File: src/design/lwa_pkg.sv
// Package with shared types, codes and defaults of the link wiring autodetect block.
`default_nettype none
package lwa_pkg;

    localparam int COMBO_COUNT_DEF = 8;

    localparam logic [15:0] STALE_MS_RST    = 16'd50;
    localparam logic [15:0] DEBOUNCE_MS_RST = 16'd200;
    localparam logic [15:0] WATCHDOG_MS_RST = 16'd3000;
    localparam logic [15:0] SETTLE_MS_RST   = 16'd1000;

    localparam logic [15:0] ELAPSED_MAX = 16'hFFFF;

    typedef enum logic [1:0] {
        REG_STALE    = 2'd0,
        REG_DEBOUNCE = 2'd1,
        REG_WATCHDOG = 2'd2,
        REG_SETTLE   = 2'd3
    } t_reg_index;

    typedef enum logic [1:0] {
        OP_TICK   = 2'd0,
        OP_START  = 2'd1,
        OP_STOP   = 2'd2,
        OP_STATUS = 2'd3
    } t_op;

    typedef enum logic [2:0] {
        MODE_IDLE     = 3'd0,
        MODE_RUNNING  = 3'd1,
        MODE_SUCCESS  = 3'd2,
        MODE_FAILED   = 3'd3,
        MODE_REJECTED = 3'd4
    } t_mode;

    typedef struct packed {
        logic [15:0] stale_ms;
        logic [15:0] debounce_ms;
        logic [15:0] watchdog_ms;
        logic [15:0] settle_ms;
    } t_cfg;

    typedef struct packed {
        logic [1:0] operation;
        logic       frame_valid;
        logic       port_ready;
        logic       armed;
        logic [2:0] current_wiring;
    } t_item;

    typedef struct packed {
        logic [2:0]  trial_state;
        logic [2:0]  combo_index;
        logic [2:0]  applied_wiring;
        logic [15:0] elapsed_ms;
        logic        start_accepted;
        logic        link_active;
    } t_result;

    function automatic logic [1:0] f_popcount3(input logic [2:0] v);
        return {1'b0, v[0]} + {1'b0, v[1]} + {1'b0, v[2]};
    endfunction

endpackage
`default_nettype wire

File: src/design/lwa_if.sv
// Valid/ready channel interfaces for the input items and the result items.
`default_nettype none
interface lwa_in_if;
    logic       valid;
    logic       ready;
    logic [1:0] operation;
    logic       frame_valid;
    logic       port_ready;
    logic       armed;
    logic [2:0] current_wiring;

    modport source (output valid, output operation, output frame_valid, output port_ready,
                    output armed, output current_wiring, input ready);
    modport sink   (input valid, input operation, input frame_valid, input port_ready,
                    input armed, input current_wiring, output ready);
endinterface

interface lwa_out_if;
    logic        valid;
    logic        ready;
    logic [2:0]  trial_state;
    logic [2:0]  combo_index;
    logic [2:0]  applied_wiring;
    logic [15:0] elapsed_ms;
    logic        start_accepted;
    logic        link_active;

    modport source (output valid, output trial_state, output combo_index,
                    output applied_wiring, output elapsed_ms, output start_accepted,
                    output link_active, input ready);
    modport sink   (input valid, input trial_state, input combo_index,
                    input applied_wiring, input elapsed_ms, input start_accepted,
                    input link_active, output ready);
endinterface
`default_nettype wire

File: src/design/link_wiring_autodetect.sv
// Top level of the link wiring autodetect block: config registers and item pipeline.
// The block takes one item per clock cycle while the result side is not stalled and returns
// one result item for each: the item is held in the input register, then the core updates
// the whole trial state and loads the result register. The rate is set by that state
// update, which covers freshness tracking, watchdog, debounce and the settle step together.
// Configuration writes take effect at once and need no clearing pass; the trial order list
// is rebuilt on every accepted start.
`default_nettype none
module link_wiring_autodetect #(
    parameter int COMBO_COUNT = lwa_pkg::COMBO_COUNT_DEF
) (
    input  wire logic        i_clk,
    input  wire logic        i_rst_n,
    input  wire logic        i_cfg_we,
    input  wire logic [1:0]  i_cfg_index,
    input  wire logic [15:0] i_cfg_data,
    lwa_in_if.sink           i_in,
    lwa_out_if.source        o_out
);

    lwa_pkg::t_cfg    r_cfg;
    lwa_pkg::t_item   r_item;
    logic             r_in_valid;
    lwa_pkg::t_result r_res;
    logic             r_out_valid;

    lwa_pkg::t_result w_res;
    logic             w_advance;

    always_ff @(posedge i_clk) begin
        if (!i_rst_n) begin
            r_cfg.stale_ms    <= lwa_pkg::STALE_MS_RST;
            r_cfg.debounce_ms <= lwa_pkg::DEBOUNCE_MS_RST;
            r_cfg.watchdog_ms <= lwa_pkg::WATCHDOG_MS_RST;
            r_cfg.settle_ms   <= lwa_pkg::SETTLE_MS_RST;
        end else if (i_cfg_we) begin
            unique case (lwa_pkg::t_reg_index'(i_cfg_index))
                lwa_pkg::REG_STALE:    r_cfg.stale_ms    <= i_cfg_data;
                lwa_pkg::REG_DEBOUNCE: r_cfg.debounce_ms <= i_cfg_data;
                lwa_pkg::REG_WATCHDOG: r_cfg.watchdog_ms <= i_cfg_data;
                lwa_pkg::REG_SETTLE:   r_cfg.settle_ms   <= i_cfg_data;
                default: begin
                end
            endcase
        end
    end

    // The pipeline moves whenever the result register is empty or being taken.
    assign w_advance = !r_out_valid || o_out.ready;
    assign i_in.ready = !r_in_valid || w_advance;

    always_ff @(posedge i_clk) begin
        if (!i_rst_n) begin
            r_in_valid <= 1'b0;
        end else if (i_in.ready) begin
            r_in_valid <= i_in.valid;
        end
    end

    always_ff @(posedge i_clk) begin
        if (i_in.ready && i_in.valid) begin
            r_item.operation      <= i_in.operation;
            r_item.frame_valid    <= i_in.frame_valid;
            r_item.port_ready     <= i_in.port_ready;
            r_item.armed          <= i_in.armed;
            r_item.current_wiring <= i_in.current_wiring;
        end
    end

    lwa_core #(.COMBO_COUNT(COMBO_COUNT)) u_core (
        .i_clk    (i_clk),
        .i_rst_n  (i_rst_n),
        .i_cfg    (r_cfg),
        .i_valid  (r_in_valid && w_advance),
        .i_item   (r_item),
        .o_result (w_res)
    );

    always_ff @(posedge i_clk) begin
        if (!i_rst_n) begin
            r_out_valid <= 1'b0;
        end else if (w_advance) begin
            r_out_valid <= r_in_valid;
        end
    end

    always_ff @(posedge i_clk) begin
        if (w_advance && r_in_valid) begin
            r_res <= w_res;
        end
    end

    assign o_out.valid          = r_out_valid;
    assign o_out.trial_state    = r_res.trial_state;
    assign o_out.combo_index    = r_res.combo_index;
    assign o_out.applied_wiring = r_res.applied_wiring;
    assign o_out.elapsed_ms     = r_res.elapsed_ms;
    assign o_out.start_accepted = r_res.start_accepted;
    assign o_out.link_active    = r_res.link_active;

endmodule
`default_nettype wire

File: src/design/lwa_order.sv
// Trial order builder: ranks each combination by Hamming distance from the saved wiring.
`default_nettype none
module lwa_order #(
    parameter int COMBO_COUNT = lwa_pkg::COMBO_COUNT_DEF,
    parameter int IDX_W       = $clog2(COMBO_COUNT)
) (
    input  wire logic [2:0] i_saved,
    output logic      [2:0] o_order [COMBO_COUNT]
);

    logic [4:0]       w_key  [COMBO_COUNT];
    logic [IDX_W-1:0] w_rank [COMBO_COUNT];

    // The key orders by distance first and by value within one distance; keys are unique.
    always_comb begin
        for (int c = 0; c < COMBO_COUNT; c++) begin
            w_key[c] = {lwa_pkg::f_popcount3(3'(c) ^ i_saved), 3'(c)};
        end
        for (int c = 0; c < COMBO_COUNT; c++) begin
            w_rank[c] = '0;
            for (int k = 0; k < COMBO_COUNT; k++) begin
                if (w_key[k] < w_key[c]) begin
                    w_rank[c] = w_rank[c] + IDX_W'(1);
                end
            end
        end
        for (int p = 0; p < COMBO_COUNT; p++) begin
            o_order[p] = '0;
        end
        for (int c = 0; c < COMBO_COUNT; c++) begin
            o_order[w_rank[c]] = 3'(c);
        end
    end

endmodule
`default_nettype wire

File: src/design/lwa_core.sv
// Trial state and the update of that state for one registered item.
`default_nettype none
module lwa_core #(
    parameter int COMBO_COUNT = lwa_pkg::COMBO_COUNT_DEF
) (
    input  wire logic            i_clk,
    input  wire logic            i_rst_n,
    input  wire lwa_pkg::t_cfg   i_cfg,
    input  wire logic            i_valid,
    input  wire lwa_pkg::t_item  i_item,
    output lwa_pkg::t_result     o_result
);

    localparam int IDX_W = $clog2(COMBO_COUNT);

    logic [31:0]         r_now, n_now;
    logic [31:0]         r_lft, n_lft;
    logic                r_hvf, n_hvf;
    lwa_pkg::t_mode      r_mode, n_mode;
    logic [2:0]          r_pos, n_pos;
    logic [31:0]         r_cst, n_cst;
    logic [31:0]         r_since, n_since;
    logic                r_seen, n_seen;
    logic [31:0]         r_poll, n_poll;
    logic [2:0]          r_saved, n_saved;
    logic [2:0]          r_wiring, n_wiring;
    logic [2:0]          r_order [COMBO_COUNT];

    logic [2:0]          w_order [COMBO_COUNT];
    logic                w_write_order;
    logic [2:0]          w_pos_inc;
    logic [3:0]          w_pos_sum;
    logic [31:0]         w_diff;
    logic [31:0]         w_el;
    logic                w_live;
    logic                w_accepted;

    lwa_order #(.COMBO_COUNT(COMBO_COUNT), .IDX_W(IDX_W)) u_order (
        .i_saved (i_item.current_wiring),
        .o_order (w_order)
    );

    assign w_pos_inc = r_pos + 3'd1;
    assign w_pos_sum = {1'b0, r_pos} + 4'd1;

    always_comb begin
        n_now         = r_now;
        n_lft         = r_lft;
        n_hvf         = r_hvf;
        n_mode        = r_mode;
        n_pos         = r_pos;
        n_cst         = r_cst;
        n_since       = r_since;
        n_seen        = r_seen;
        n_poll        = r_poll;
        n_saved       = r_saved;
        n_wiring      = r_wiring;
        w_write_order = 1'b0;
        w_accepted    = 1'b0;
        w_diff        = '0;
        w_live        = 1'b0;

        unique case (lwa_pkg::t_op'(i_item.operation))
            lwa_pkg::OP_TICK: begin
                n_now = r_now + 32'd1;
                if (i_item.port_ready) begin
                    if (i_item.frame_valid) begin
                        n_hvf = 1'b1;
                        n_lft = n_now;
                    end
                    if (n_hvf && ((n_now - n_lft) >= {16'b0, i_cfg.stale_ms})) begin
                        n_hvf = 1'b0;
                    end
                end
                if (r_mode == lwa_pkg::MODE_RUNNING) begin
                    w_diff = n_now - r_poll;
                    w_live = i_item.port_ready && n_hvf &&
                             ((n_now - n_lft) < {16'b0, i_cfg.stale_ms});
                    if ($signed(w_diff) > $signed({16'b0, i_cfg.watchdog_ms})) begin
                        n_wiring = r_saved;
                        n_hvf    = 1'b0;
                        n_lft    = '0;
                        n_mode   = lwa_pkg::MODE_IDLE;
                    end else if (w_live) begin
                        if (!r_seen) begin
                            n_seen  = 1'b1;
                            n_since = n_now;
                        end else if ($signed(n_now - r_since) >=
                                     $signed({16'b0, i_cfg.debounce_ms})) begin
                            n_mode = lwa_pkg::MODE_SUCCESS;
                        end
                    end else begin
                        n_seen  = 1'b0;
                        n_since = '0;
                        if ($signed(n_now - r_cst) >= $signed({16'b0, i_cfg.settle_ms})) begin
                            if (w_pos_sum >= 4'(COMBO_COUNT)) begin
                                n_wiring = r_saved;
                                n_hvf    = 1'b0;
                                n_lft    = '0;
                                n_mode   = lwa_pkg::MODE_FAILED;
                            end else begin
                                n_pos    = w_pos_inc;
                                n_wiring = r_order[w_pos_inc[IDX_W-1:0]];
                                n_hvf    = 1'b0;
                                n_lft    = '0;
                                n_cst    = n_now;
                            end
                        end
                    end
                end
            end
            lwa_pkg::OP_START: begin
                if (r_mode != lwa_pkg::MODE_RUNNING) begin
                    if (i_item.armed || !i_item.port_ready) begin
                        n_mode = lwa_pkg::MODE_REJECTED;
                    end else begin
                        w_accepted    = 1'b1;
                        w_write_order = 1'b1;
                        n_saved       = i_item.current_wiring;
                        n_pos         = '0;
                        n_poll        = r_now;
                        n_mode        = lwa_pkg::MODE_RUNNING;
                        n_wiring      = w_order[0];
                        n_hvf         = 1'b0;
                        n_lft         = '0;
                        n_cst         = r_now;
                        n_seen        = 1'b0;
                        n_since       = '0;
                    end
                end
            end
            lwa_pkg::OP_STOP: begin
                if (r_mode != lwa_pkg::MODE_IDLE) begin
                    n_wiring = r_saved;
                    n_hvf    = 1'b0;
                    n_lft    = '0;
                    n_mode   = lwa_pkg::MODE_IDLE;
                end
            end
            lwa_pkg::OP_STATUS: begin
                n_poll = r_now;
            end
            default: begin
            end
        endcase
    end

    // Elapsed time is the signed difference, clamped to the 16-bit range.
    always_comb begin
        w_el = n_now - n_cst;
        o_result.trial_state    = n_mode;
        o_result.combo_index    = n_pos;
        o_result.applied_wiring = n_wiring;
        if (w_el[31]) begin
            o_result.elapsed_ms = '0;
        end else if (|w_el[30:16]) begin
            o_result.elapsed_ms = lwa_pkg::ELAPSED_MAX;
        end else begin
            o_result.elapsed_ms = w_el[15:0];
        end
        o_result.start_accepted = w_accepted;
        o_result.link_active    = i_item.port_ready && n_hvf &&
                                  ((n_now - n_lft) < {16'b0, i_cfg.stale_ms});
    end

    always_ff @(posedge i_clk) begin
        if (!i_rst_n) begin
            r_now    <= '0;
            r_lft    <= '0;
            r_hvf    <= 1'b0;
            r_mode   <= lwa_pkg::MODE_IDLE;
            r_pos    <= '0;
            r_cst    <= '0;
            r_since  <= '0;
            r_seen   <= 1'b0;
            r_poll   <= '0;
            r_saved  <= '0;
            r_wiring <= '0;
        end else if (i_valid) begin
            r_now    <= n_now;
            r_lft    <= n_lft;
            r_hvf    <= n_hvf;
            r_mode   <= n_mode;
            r_pos    <= n_pos;
            r_cst    <= n_cst;
            r_since  <= n_since;
            r_seen   <= n_seen;
            r_poll   <= n_poll;
            r_saved  <= n_saved;
            r_wiring <= n_wiring;
        end
    end

    // The order list is only read while a trial runs, after a start has written it.
    always_ff @(posedge i_clk) begin
        if (i_valid && w_write_order) begin
            r_order <= w_order;
        end
    end

endmodule
`default_nettype wire
File: src/flat_wrapper.sv
// flat-port wrapper written by rule: the top's interface ports become plain ports
module link_wiring_autodetect_flat 
#(
    parameter int COMBO_COUNT = lwa_pkg::COMBO_COUNT_DEF
)
  (i_clk, i_rst_n, i_cfg_we, i_cfg_index, i_cfg_data, i_in_valid, i_in_operation, i_in_frame_valid, i_in_port_ready, i_in_armed, i_in_current_wiring, i_in_ready, o_out_valid, o_out_trial_state, o_out_combo_index, o_out_applied_wiring, o_out_elapsed_ms, o_out_start_accepted, o_out_link_active, o_out_ready);
  lwa_in_if i_in_i ();
  lwa_out_if o_out_i ();
  input  wire logic i_clk;
  input  wire logic i_rst_n;
  input  wire logic i_cfg_we;
  input  wire logic [1:0] i_cfg_index;
  input  wire logic [15:0] i_cfg_data;
  input wire logic [$bits(i_in_i.valid)-1:0] i_in_valid;
  input wire logic [$bits(i_in_i.operation)-1:0] i_in_operation;
  input wire logic [$bits(i_in_i.frame_valid)-1:0] i_in_frame_valid;
  input wire logic [$bits(i_in_i.port_ready)-1:0] i_in_port_ready;
  input wire logic [$bits(i_in_i.armed)-1:0] i_in_armed;
  input wire logic [$bits(i_in_i.current_wiring)-1:0] i_in_current_wiring;
  output wire logic [$bits(i_in_i.ready)-1:0] i_in_ready;
  output wire logic [$bits(o_out_i.valid)-1:0] o_out_valid;
  output wire logic [$bits(o_out_i.trial_state)-1:0] o_out_trial_state;
  output wire logic [$bits(o_out_i.combo_index)-1:0] o_out_combo_index;
  output wire logic [$bits(o_out_i.applied_wiring)-1:0] o_out_applied_wiring;
  output wire logic [$bits(o_out_i.elapsed_ms)-1:0] o_out_elapsed_ms;
  output wire logic [$bits(o_out_i.start_accepted)-1:0] o_out_start_accepted;
  output wire logic [$bits(o_out_i.link_active)-1:0] o_out_link_active;
  input wire logic [$bits(o_out_i.ready)-1:0] o_out_ready;
  assign i_in_i.valid = i_in_valid;
  assign i_in_i.operation = i_in_operation;
  assign i_in_i.frame_valid = i_in_frame_valid;
  assign i_in_i.port_ready = i_in_port_ready;
  assign i_in_i.armed = i_in_armed;
  assign i_in_i.current_wiring = i_in_current_wiring;
  assign i_in_ready = i_in_i.ready;
  assign o_out_valid = o_out_i.valid;
  assign o_out_trial_state = o_out_i.trial_state;
  assign o_out_combo_index = o_out_i.combo_index;
  assign o_out_applied_wiring = o_out_i.applied_wiring;
  assign o_out_elapsed_ms = o_out_i.elapsed_ms;
  assign o_out_start_accepted = o_out_i.start_accepted;
  assign o_out_link_active = o_out_i.link_active;
  assign o_out_i.ready = o_out_ready;
  link_wiring_autodetect #(.COMBO_COUNT(COMBO_COUNT)) u_core (.i_clk(i_clk), .i_rst_n(i_rst_n), .i_cfg_we(i_cfg_we), .i_cfg_index(i_cfg_index), .i_cfg_data(i_cfg_data), .i_in(i_in_i), .o_out(o_out_i));
endmodule
File: config.mk
export PLATFORM = sky130hd
export DESIGN_NAME = link_wiring_autodetect_flat
export DESIGN_NICKNAME = d
export VERILOG_FILES = /design/src/design/lwa_pkg.sv /design/src/design/lwa_if.sv /design/src/design/link_wiring_autodetect.sv /design/src/design/lwa_order.sv /design/src/design/lwa_core.sv /design/src/flat_wrapper.sv
export SDC_FILE = /design/constraint.sdc
export NUM_CORES = 1
export LEC_CHECK = 0
export ABC_AREA = 1
export CAP_MARGIN = 20
export CORE_AREA = 2 2 250 350
export CTS_BUF_LIST = sky130_fd_sc_hd__clkbuf_4 sky130_fd_sc_hd__clkbuf_8 sky130_fd_sc_hd__clkbuf_16
export CTS_CLUSTER_DIAMETER = 120
export DETAILED_ROUTE_END_ITERATION = 8
export DIE_AREA = 0 0 252 352
export DONT_BUFFER_PORTS = 1
export PLACE_DENSITY = 0.61
export SYNTH_ARGS = -nofsm -noshare
export SYNTH_HDL_FRONTEND = slang
export SYNTH_SLANG_ARGS = --single-unit
File: constraint.sdc
create_clock -name i_clk -period 8.1 [get_ports i_clk]
set_input_delay 0.405 -clock i_clk [delete_from_list [all_inputs] [get_ports i_clk]]
set_output_delay 0.405 -clock i_clk [all_outputs]
set_load 0.005 [all_outputs]
# Word level (Yosys, flattened, before mapping)
# Index checks and enable logic that the tools add are counted.
# op_classes
add_sub_neg	74
bitwise	31
reduce_logical	35
magnitude_cmp	78
n_eq_ne	13
mux	157
# op_table
cell	n
32-bit 2-to-1 mux	28
5-bit less-than comparator	56
3-bit 2-to-1 mux	83
32-bit subtractor	7
32-bit case mux with 2 select lines	3
3-bit by 1-bit adder with 3-bit output (second input constant)	43
32-bit case mux with 3 select lines	1
32-bit by 17-bit greater-or-equal comparator with 1-bit output	2
32-bit by 16-bit less-than comparator with 1-bit output	2
3-bit demux with 3-bit select	7
16-bit bitwise OR	3
4-bit greater-or-equal comparator (second input constant)	9
32-bit by 1-bit adder with 32-bit output (second input constant)	1
32-bit by 16-bit greater-or-equal comparator with 1-bit output	1
32-bit by 17-bit > comparator with 1-bit output	1
16-bit NOT	2
3-bit NOT with 4-bit output	8
4-bit by 1-bit less-than comparator with 1-bit output (second input constant)	7
1-bit 2-to-1 mux	28
8-bit bitwise AND	3
8-bit NOT	3
24-bit bitwise OR	1
3-bit case mux with 3 select lines	2
2-bit by 1-bit adder with 2-bit output	8
other kinds (31)	79
# word_totals
out_inout_bits	29
input_bits	31
wordCells	424
ff_bits	299

# Logic depth before layout (Yosys ltp)
# Gate-level depths: netlist (run 1).
# logic_depth
depth_word	34
depth_mapped	64
depth_no_buf	62

# Cells and area by module
# From an unflattened synthesis (run 1), not the netlist that was laid out.
# hier_totals
hier_cells	5803
hier_area_um2	35078.6
# modules_own_cells
module	cells_each	area_per_inst_um2	seq_area_each_um2	n_inst
lwa_core	4796	28093.2	4204.0	1
link_wiring_autodetect	426	3721.1	2372.3	1
lwa_order	581	3264.4	0.0	1

# Worst setup path after synthesis (run 1)
# OpenSTA, ideal clock, no wires.
# synth_path
path_kind	register to register
startpoint	register u_core.r_item[4] (netlist name)
endpoint	register u_core.r_res (netlist bit u_core.o_out.link_active) (data pin)
arrival_ns	8.303
synth_period_minus_slack_ns	8.441
n_path_buf	4
t_required_ns	7.961
setup_ns	0.139
path_stages_with_launch	63
slack_ns	-0.341
cell_sequence	edfxtp_1 buf_2 nand2_2 buf_1 clkbuf_1 nand2_1 o21ai_0 ha_1 inv_1 fa_1 nand3_1 nand2_1 a21oi_1 o21ai_1 nand2_1 nand2_1 nand2_1 nand2_1 [27 not listed] o21ai_0 a21boi_0 o21ai_0 a21boi_0 o21ai_0 xor2_1 ha_1 nand2_1 o21ai_0 a211oi_1 nand3_1 nor3_1 nand3_1 nor3_1 nand4_1 nor2_1 nand4_1 nor2_1
# synth_rtl
element	line	source
start: declaration	link_wiring_autodetect.sv:22	lwa_pkg::t_item r_item;
end signal: assignment	link_wiring_autodetect.sv:89	r_res <= w_res;
end: declaration	link_wiring_autodetect.sv:24	lwa_pkg::t_result r_res;

# Worst setup path after layout (run 1)
# layout_path
startpoint	register u_core.u_core.r_now[0]
endpoint	register u_core.u_core.r_lft[3]
# layout_via
elab_chain_cells	16
elab_cells_between_ends	25
classes_between	add/sub: 5; order compare: 4; mux: 13; reduce/logical: 3
# layout_rtl
element	line	source
start: declaration	lwa_core.sv:16	logic [31:0] r_now, n_now;
start signal: assignment	lwa_core.sv:180	r_now <= n_now;
32-bit by 1-bit adder with 32-bit output *	lwa_core.sv:65	n_now = r_now + 32'd1;
32-bit 2-to-1 mux	lwa_core.sv:67	if (i_item.frame_valid) begin
32-bit 2-to-1 mux	lwa_core.sv:66	if (i_item.port_ready) begin
32-bit 2-to-1 mux	lwa_core.sv:63	unique case (lwa_pkg::t_op'(i_item.operation))
32-bit subtractor	lwa_core.sv:71	if (n_hvf && ((n_now - n_lft) >= {16'b0, i_cfg.stale_ms})) begin
32-bit by 16-bit greater-or-equal comparator with 1-bit output	lwa_core.sv:71	
1-bit logical AND	lwa_core.sv:71	
1-bit 2-to-1 mux	lwa_core.sv:71	
1-bit 2-to-1 mux	lwa_core.sv:66	
1-bit 2-to-1 mux	lwa_core.sv:63	
1-bit logical AND (2 in series)	lwa_core.sv:77	w_live = i_item.port_ready && n_hvf &&
32-bit 2-to-1 mux	lwa_core.sv:84	end else if (w_live) begin
32-bit 2-to-1 mux	lwa_core.sv:79	if ($signed(w_diff) > $signed({16'b0, i_cfg.watchdog_ms})) begin
32-bit 2-to-1 mux *	lwa_core.sv:75	if (r_mode == lwa_pkg::MODE_RUNNING) begin
32-bit case mux with 3 select lines *	lwa_core.sv:63	
end signal: assignment	lwa_core.sv:181	r_lft <= n_lft;
end: declaration	lwa_core.sv:17	logic [31:0] r_lft, n_lft;
# Mark *: on every way between the ends. The rest lies on a longest branch, timed or not. The select of a mux whose other input is x is not followed.
# A chain may end at the register's enable or synchronous reset.

==> impl_metrics.ini, run 1 <==
[cts]
clk_pin_slew_ps = 60
cts_made_buffers = 39
cts_buffer_depth = 3
clockRootBuffer = clkbuf_16
tritoncts = yes
worstSkewPairLatency_ps = 630
h-tree-depth = 2
clock_sinks = 299

[grt]
grt_pass1_vias = 39447
grt_max_degree = 94
grt_first_pass_wirelength_um = 225000
antenna_found_initial = 2
grtUsageTotal = 0.329
overflow = 0

[logic_synthesis]
ys.flop_type = dfxtp_1
netlist_instances = 5504
yosys-top-cells-area = dfxtp_1 14%, nand2_1 14%, ha_1 12%, inv_1 10%, a21oi_1 8.0%
synth_seq_area_share = 0.194
yosysTopAreaCellShare = 0.142
synth_cell_types = 59
yosysTopAreaCell = dfxtp_1
synth_edf_count = 59
yosysWarnings = 0
syn_nets = 5882
syn_area_mm2 = 0.0339
post_synth.cell_area_avg_um2 = 6.16
ys_seq_elements = 299
async_flop_share = 0

[job]
drv_cap = 0

[route]
vias_per_cell = 5.33
vias = 41097
wl_met1_um = 56000
drt_iter0_markers = 2929
drc = 0
wl_met2_um = 73800
dr.pass1.iters = 6
highest_layer = met4
wl_met3_um = 8470
drt-total-wl_um = 153000
routedWlPerCell_um = 19.8
final_antenna_net_count = 0

[critical_path]
worstSetupStartpoint = u_core.u_core.r_now[0]
max_stage_delay_ps = 370
rrSetupSlack_ps = -610
end_kind = flop
required_ps = 8600
crit_type = flop to flop
slowest_stage = dfxtp_4
cp_common_cell = buf_4
ff2ff_path_depth = 73
arrival_ps = 9200
r2r-end = u_core.u_core.r_lft[3]
timing.rr.start = u_core.u_core.r_now[0]
critPathMaxFanout = 6
startpoint_type = flop

[die]
start_util = 0.397
ios = 60
die_w_um = 252
die_height_um = 352
rows = 127
dieArea_mm2 = 0.0887
core_mm2 = 0.0855

[timing]
final.setup_skew_ps = 53.6
setup_slack_ps = -605
tightest_slew_ps = 1330
drv_slew = 0
setup-tns-final_ps = -8710
period_share = 1.07
period_needed_ps = 8710
rsz0062_at_grt = yes
hold_viol_final = 0
slew_headroom = 0.102
max_freq_ghz = 0.115
whs_ps = 7.61
setup_viol = 19

[worst_hold_path]
min_path_cells = 2
hold_end = u_core.r_cfg[41]
hp-class = primary input to flop
hp-start = i_rst_n

[place]
portBuffers = 0
place_congestion = 1.00
hpwlAfterDp_um = 120000
pre_cts_ws_ps = -1120
dpl-instance-area_mm2 = 0.0422
place_inst = 7450

[power]
sequentialPowerShare = 0.176
power.leakage_nw = 24.4
pwr-share-comb = 0.626
p_sw_mw = 4.43
peakVddDrop_mv = 0.215
switching_share = 0.451
cell_internal_pwr_mw = 5.39
power_density_mw_per_mm2 = 210
clockPowerShare = 0.197
total_power_mw = 9.82

[finish]
syn_to_final_growth_pct = 37.9
instances_no_fill = 7717
fin_area_mm2 = 0.0467
final_util = 0.547
design.final.nets = 6966
final_layout_size_suffix_gt1_frac = 0.247

[run_status]
violations = negative setup slack
status = finished with violations
## kinds of logic after synthesis
family | count (synthesis) | synth area share
buffers and inverters | 1068 | 0.121
xor gates and xnor gates | 209 | 0.0540
adders and majority gates | 347 | 0.132
and+or+nand+nor | 2359 | 0.302
AOI/OAI and AO/OA | 1220 | 0.197
DFF | 299 | 0.194
muxes | 2 | 0.000664
## state kept, by name, summed over array words and instances, names as in the netlist, 3 cells and up
signal                       flops
u_core.u_core.r_cst             32
u_core.u_core.r_lft             32
u_core.u_core.r_since           32
u_core.o_out.applied_wiring      3
u_core.u_core.r_now             32
u_core.u_core.r_mode             3
u_core.u_core.r_pos              3
u_core.r_cfg                    64
u_core.o_out.combo_index         3
u_core.u_core.r_wiring           3
u_core.o_out.elapsed_ms         16
u_core.o_out.trial_state         3
u_core.u_core.r_poll            32
u_core.r_item                    8
u_core.u_core.r_order           24
u_core.u_core.r_saved            3
## worst max path at each step
stage / to / slack, ps / cells past startpoint
after global placement: u_core.o_out.link_active / -940 / 62
after global routing: u_core.u_core.r_lft[3] / -940 / 73
after floorplan: u_core.o_out.link_active / -8 / 62
final: u_core.u_core.r_lft[3] / -610 / 73
after detailed placement: u_core.o_out.elapsed_ms[4] / -1120 / 62
after CTS: u_core.u_core.r_cst[0] / -370 / 67
## worst max-delay path: cells and delay by family (launching register included)
kind                     cells  cell delay [ps]
buffers and inverters       38             4370
adder cells (fa/ha/maj)      3              680
AND/OR/NAND/NOR             23             2000
AO/OA/AOI/OAI                7              780
flip-flops                   1              370
XOR/XNOR                     2              370
## final cells by class
| class | count | area, um^2 |
|---|---|---|
| timing repair buffer | 1180 | 9250 |
| clock buffer | 52 | 1130 |
| multi-input combinational | 4138 | 24600 |
| antenna | 5 | 12.5 |
| clock inverter | 17 | 246 |
| sequential | 299 | 6590 |
| inverter | 930 | 3500 |
| tap | 1096 | 1370 |
| fill | 8554 | 38700 |
## layer usage
metal	up-vias	track usage
li1	20219	-
met1	18863	0.345
met2	1435	0.585
met3	580	0.0476
met4	0	0.260
met5	-	0
## synthesized netlist by cell type, types with 16 or more instances
master       n
nand3b_1    54
a22oi_1     26
nand2_2     37
fa_1        16
nand2_1   1278
o21bai_1    26
o21a_1      17
xnor2_1     65
nor2_2      32
dfxtp_1    240
ha_1       331
inv_1      921
o21ai_1     40
edfxtp_1    59
o211ai_1    46
a21o_1      17
a21boi_0    20
o21ai_0    413
nor2_1     440
clkbuf_1    94
or2_2       16
a21oi_1    544
nand4_1    102
a31oi_1     22
nor3_1      49
xor2_1     144
nand3_1    293
## what timing repair did
action / CTS / global route
endpoints found under the setup margin: 17 / 20
buffers inserted: 129 / 51
gates resized for setup: 226 / 216
endpoints found under the hold margin: 108 / 0
gates cloned: 1 / 3
pin swaps: 101 / 131
hold buffers: 27 / 0
## power by group through the flow
stage | clock (mW) | combinational [mW] | sequential [mW]
2_1_floorplan | 0 | 3.23 | 1.75
3_3_place_gp | 0 | 5.46 | 1.76
3_5_place_dp | 0 | 5.49 | 1.76
4_1_cts | 1.95 | 5.81 | 1.73
5_1_grt | 2.00 | 6.75 | 1.74
6_report | 1.94 | 6.15 | 1.73
## layout by cell type, fill, tap and decap left out, types with 66 or more instances in the layout
cell type	count
dfxtp_1	233
inv_1	895
nand2_2	66
buf_4	1095
o21ai_0	367
nand2_1	1236
ha_1	307
a21oi_1	503
nor2_1	400
nand3_1	279
xor2_1	137
nand4_1	102
(Power assumes the default switching activity.)
==> run 2, diff against run 1 <==
--- a/config.mk
+++ b/config.mk
@@ -13,7 +13,9 @@
 export DETAILED_ROUTE_END_ITERATION = 8
 export DIE_AREA = 0 0 252 352
 export DONT_BUFFER_PORTS = 1
+export GPL_TIMING_DRIVEN = 0
 export PLACE_DENSITY = 0.61
+export SETUP_SLACK_MARGIN = 0.5
 export SYNTH_ARGS = -nofsm -noshare
 export SYNTH_HDL_FRONTEND = slang
 export SYNTH_SLANG_ARGS = --single-unit
==> impl_metrics.ini, run 2 (same netlist as run 1, synthesis figures left out) <==
[worst_hold_path]
hp-class = primary input to flop

[power]
power.leakage_nw = 20.4
total_power_mw = 8.77
peakVddDrop_mv = 0.186
power_density_mw_per_mm2 = 214

[timing]
tightest_slew_ps = 1400
setup_slack_ps = -831
period_needed_ps = 8930
slew_headroom = 0.0569
final.setup_skew_ps = 34.4
whs_ps = 17.1
setup_viol = 18
setup-tns-final_ps = -14420
drv_slew = 0
period_share = 1.10
hold_viol_final = 0
rsz0062_at_grt = yes
max_freq_ghz = 0.112

[run_status]
status = finished with violations
violations = negative setup slack

[cts]
tritoncts = yes
clockRootBuffer = clkbuf_16
cts_buffer_depth = 3
worstSkewPairLatency_ps = 610
clk_pin_slew_ps = 60
h-tree-depth = 2
clock_sinks = 299
cts_made_buffers = 39

[route]
drc = 0
routedWlPerCell_um = 21.6
dr.pass1.iters = 7
vias_per_cell = 5.55
vias = 38637
final_antenna_net_count = 0
drt-total-wl_um = 151000
drt_iter0_markers = 3416

[critical_path]
end_kind = flop
endpoint = u_core.o_out.elapsed_ms[3]
ff2ff_path_depth = 63
rrSetupSlack_ps = -830
max_stage_delay_ps = 400
slowest_stage = dfxtp_4
startpoint_type = flop
arrival_ps = 9280
critPathMaxFanout = 7
required_ps = 8450
timing.rr.start = u_core.u_core.r_now[0]
r2r-end = u_core.o_out.elapsed_ms[3]
crit_type = flop to flop
worstSetupStartpoint = u_core.u_core.r_now[0]

[die]
die_w_um = 252
die_height_um = 352
dieArea_mm2 = 0.0887
rows = 127
ios = 60
start_util = 0.397
core_mm2 = 0.0855

[grt]
antenna_found_initial = 8
grt_first_pass_wirelength_um = 219000
grtUsageTotal = 0.328
grt_pass1_vias = 36792
overflow = 0
grt_max_degree = 34

[finish]
n_fill_cell = 8938
largest_register_ffs = 64
syn_to_final_growth_pct = 20.9
final_common_cell = nand2_1
design.final.nets = 6210
fin_area_mm2 = 0.0410
final_layout_size_suffix_gt1_frac = 0.135
top_register = u_core.r_cfg
mostFrequentLayoutCells = 1,215 x nand2_1, 893 x inv_1, 514 x a21oi_1, 407 x nor2_1, 370 x o21ai_0

[place]
hpwlAfterDp_um = 117000
dpl-instance-area_mm2 = 0.0355
place_congestion = 1.02
pre_cts_ws_ps = -2430
portBuffers = 0

[job]
drv_cap = 0
## run 2: changes by cell type in the layout (fill, tap and decap cells not counted), sizes merged
| cell | change |
|---|---|
| inv | -11 |
| clkinv | +3 |
| bufinv | -4 |
| dlygate4sd3 | -2 |
| clkbuf | +97 |
| buf | -849 |
| clkinvlp | +14 |
| nand2 | -1 |
## run 2: report_power, final
group | internal, mW | total, mW | switching (mW)
Clock | 1.00 | 1.78 | 0.780
Combinational | 1.96 | 5.24 | 3.29
Sequential | 1.68 | 1.75 | 0.0654
## run 2: worst max-delay path, delay by kind of cell (launching register included)
kind,cells,cell delay [ps]
buffers and inverters,11,1430
adder cells (fa/ha/maj),4,880
XOR/XNOR,3,420
flip-flops,1,400
AND/OR/NAND/NOR,29,3090
AO/OA/AOI/OAI,16,2420
## run 2: layout make-up
type,count,area (um^2),area share
inverter,930,3540,0.0863
timing repair buffer,287,2500,0.0609
buffer,138,808,0.0197
tap,1096,1370,0.0335
sequential,299,6600,0.161
clock inverter,19,159,0.00388
antenna,5,12.5,0.000305
clock buffer,53,1140,0.0277
multi-input combinational,4137,24900,0.607
## run 2: routing by layer
layer | track usage | part of all wire | vias up
li1 | - | - | 18709
met1 | 0.363 | 0.37 | 17765
met2 | 0.542 | 0.45 | 1585
met3 | 0.0542 | 0.070 | 578
met4 | 0.285 | 0.11 | 0
met5 | 0 | 0 | -
## run 2: worst min path at each step
stage,from,endpoint,slack [ps],depth (start not counted)
global route,i_cfg_data[15],u_core.r_cfg[63],50,2
finish,i_cfg_data[12],u_core.r_cfg[28],20,2
detailed placement,u_core.u_core.r_poll[0],u_core.u_core.r_poll[0],450,2
global placement,u_core.u_core.r_poll[0],u_core.u_core.r_poll[0],450,2
CTS,i_cfg_data[12],u_core.r_cfg[28],0.4,2
floorplan,u_core.u_core.r_poll[0],u_core.u_core.r_poll[0],430,2
## run 2: timing repair
item / CTS / global route
gates cloned: 1 / 1
hold endpoints to repair: 40 / 0
pin swaps: 125 / 82
hold buffers: 24 / 0
gates resized for setup: 317 / 151
setup endpoints to repair: 17 / 21
buffers inserted: 218 / 36
## run 2: through the flow
| step | util | cells |
|---|---|---|
| 3_3_place_gp | 0.414 | 6600 |
| 3_5_place_dp | 0.415 | 6606 |
| 6_report | 0.479 | 6964 |
| 5_1_grt | 0.479 | 6959 |
| 2_1_floorplan | - | 5504 |
| 4_1_cts | 0.468 | 6921 |
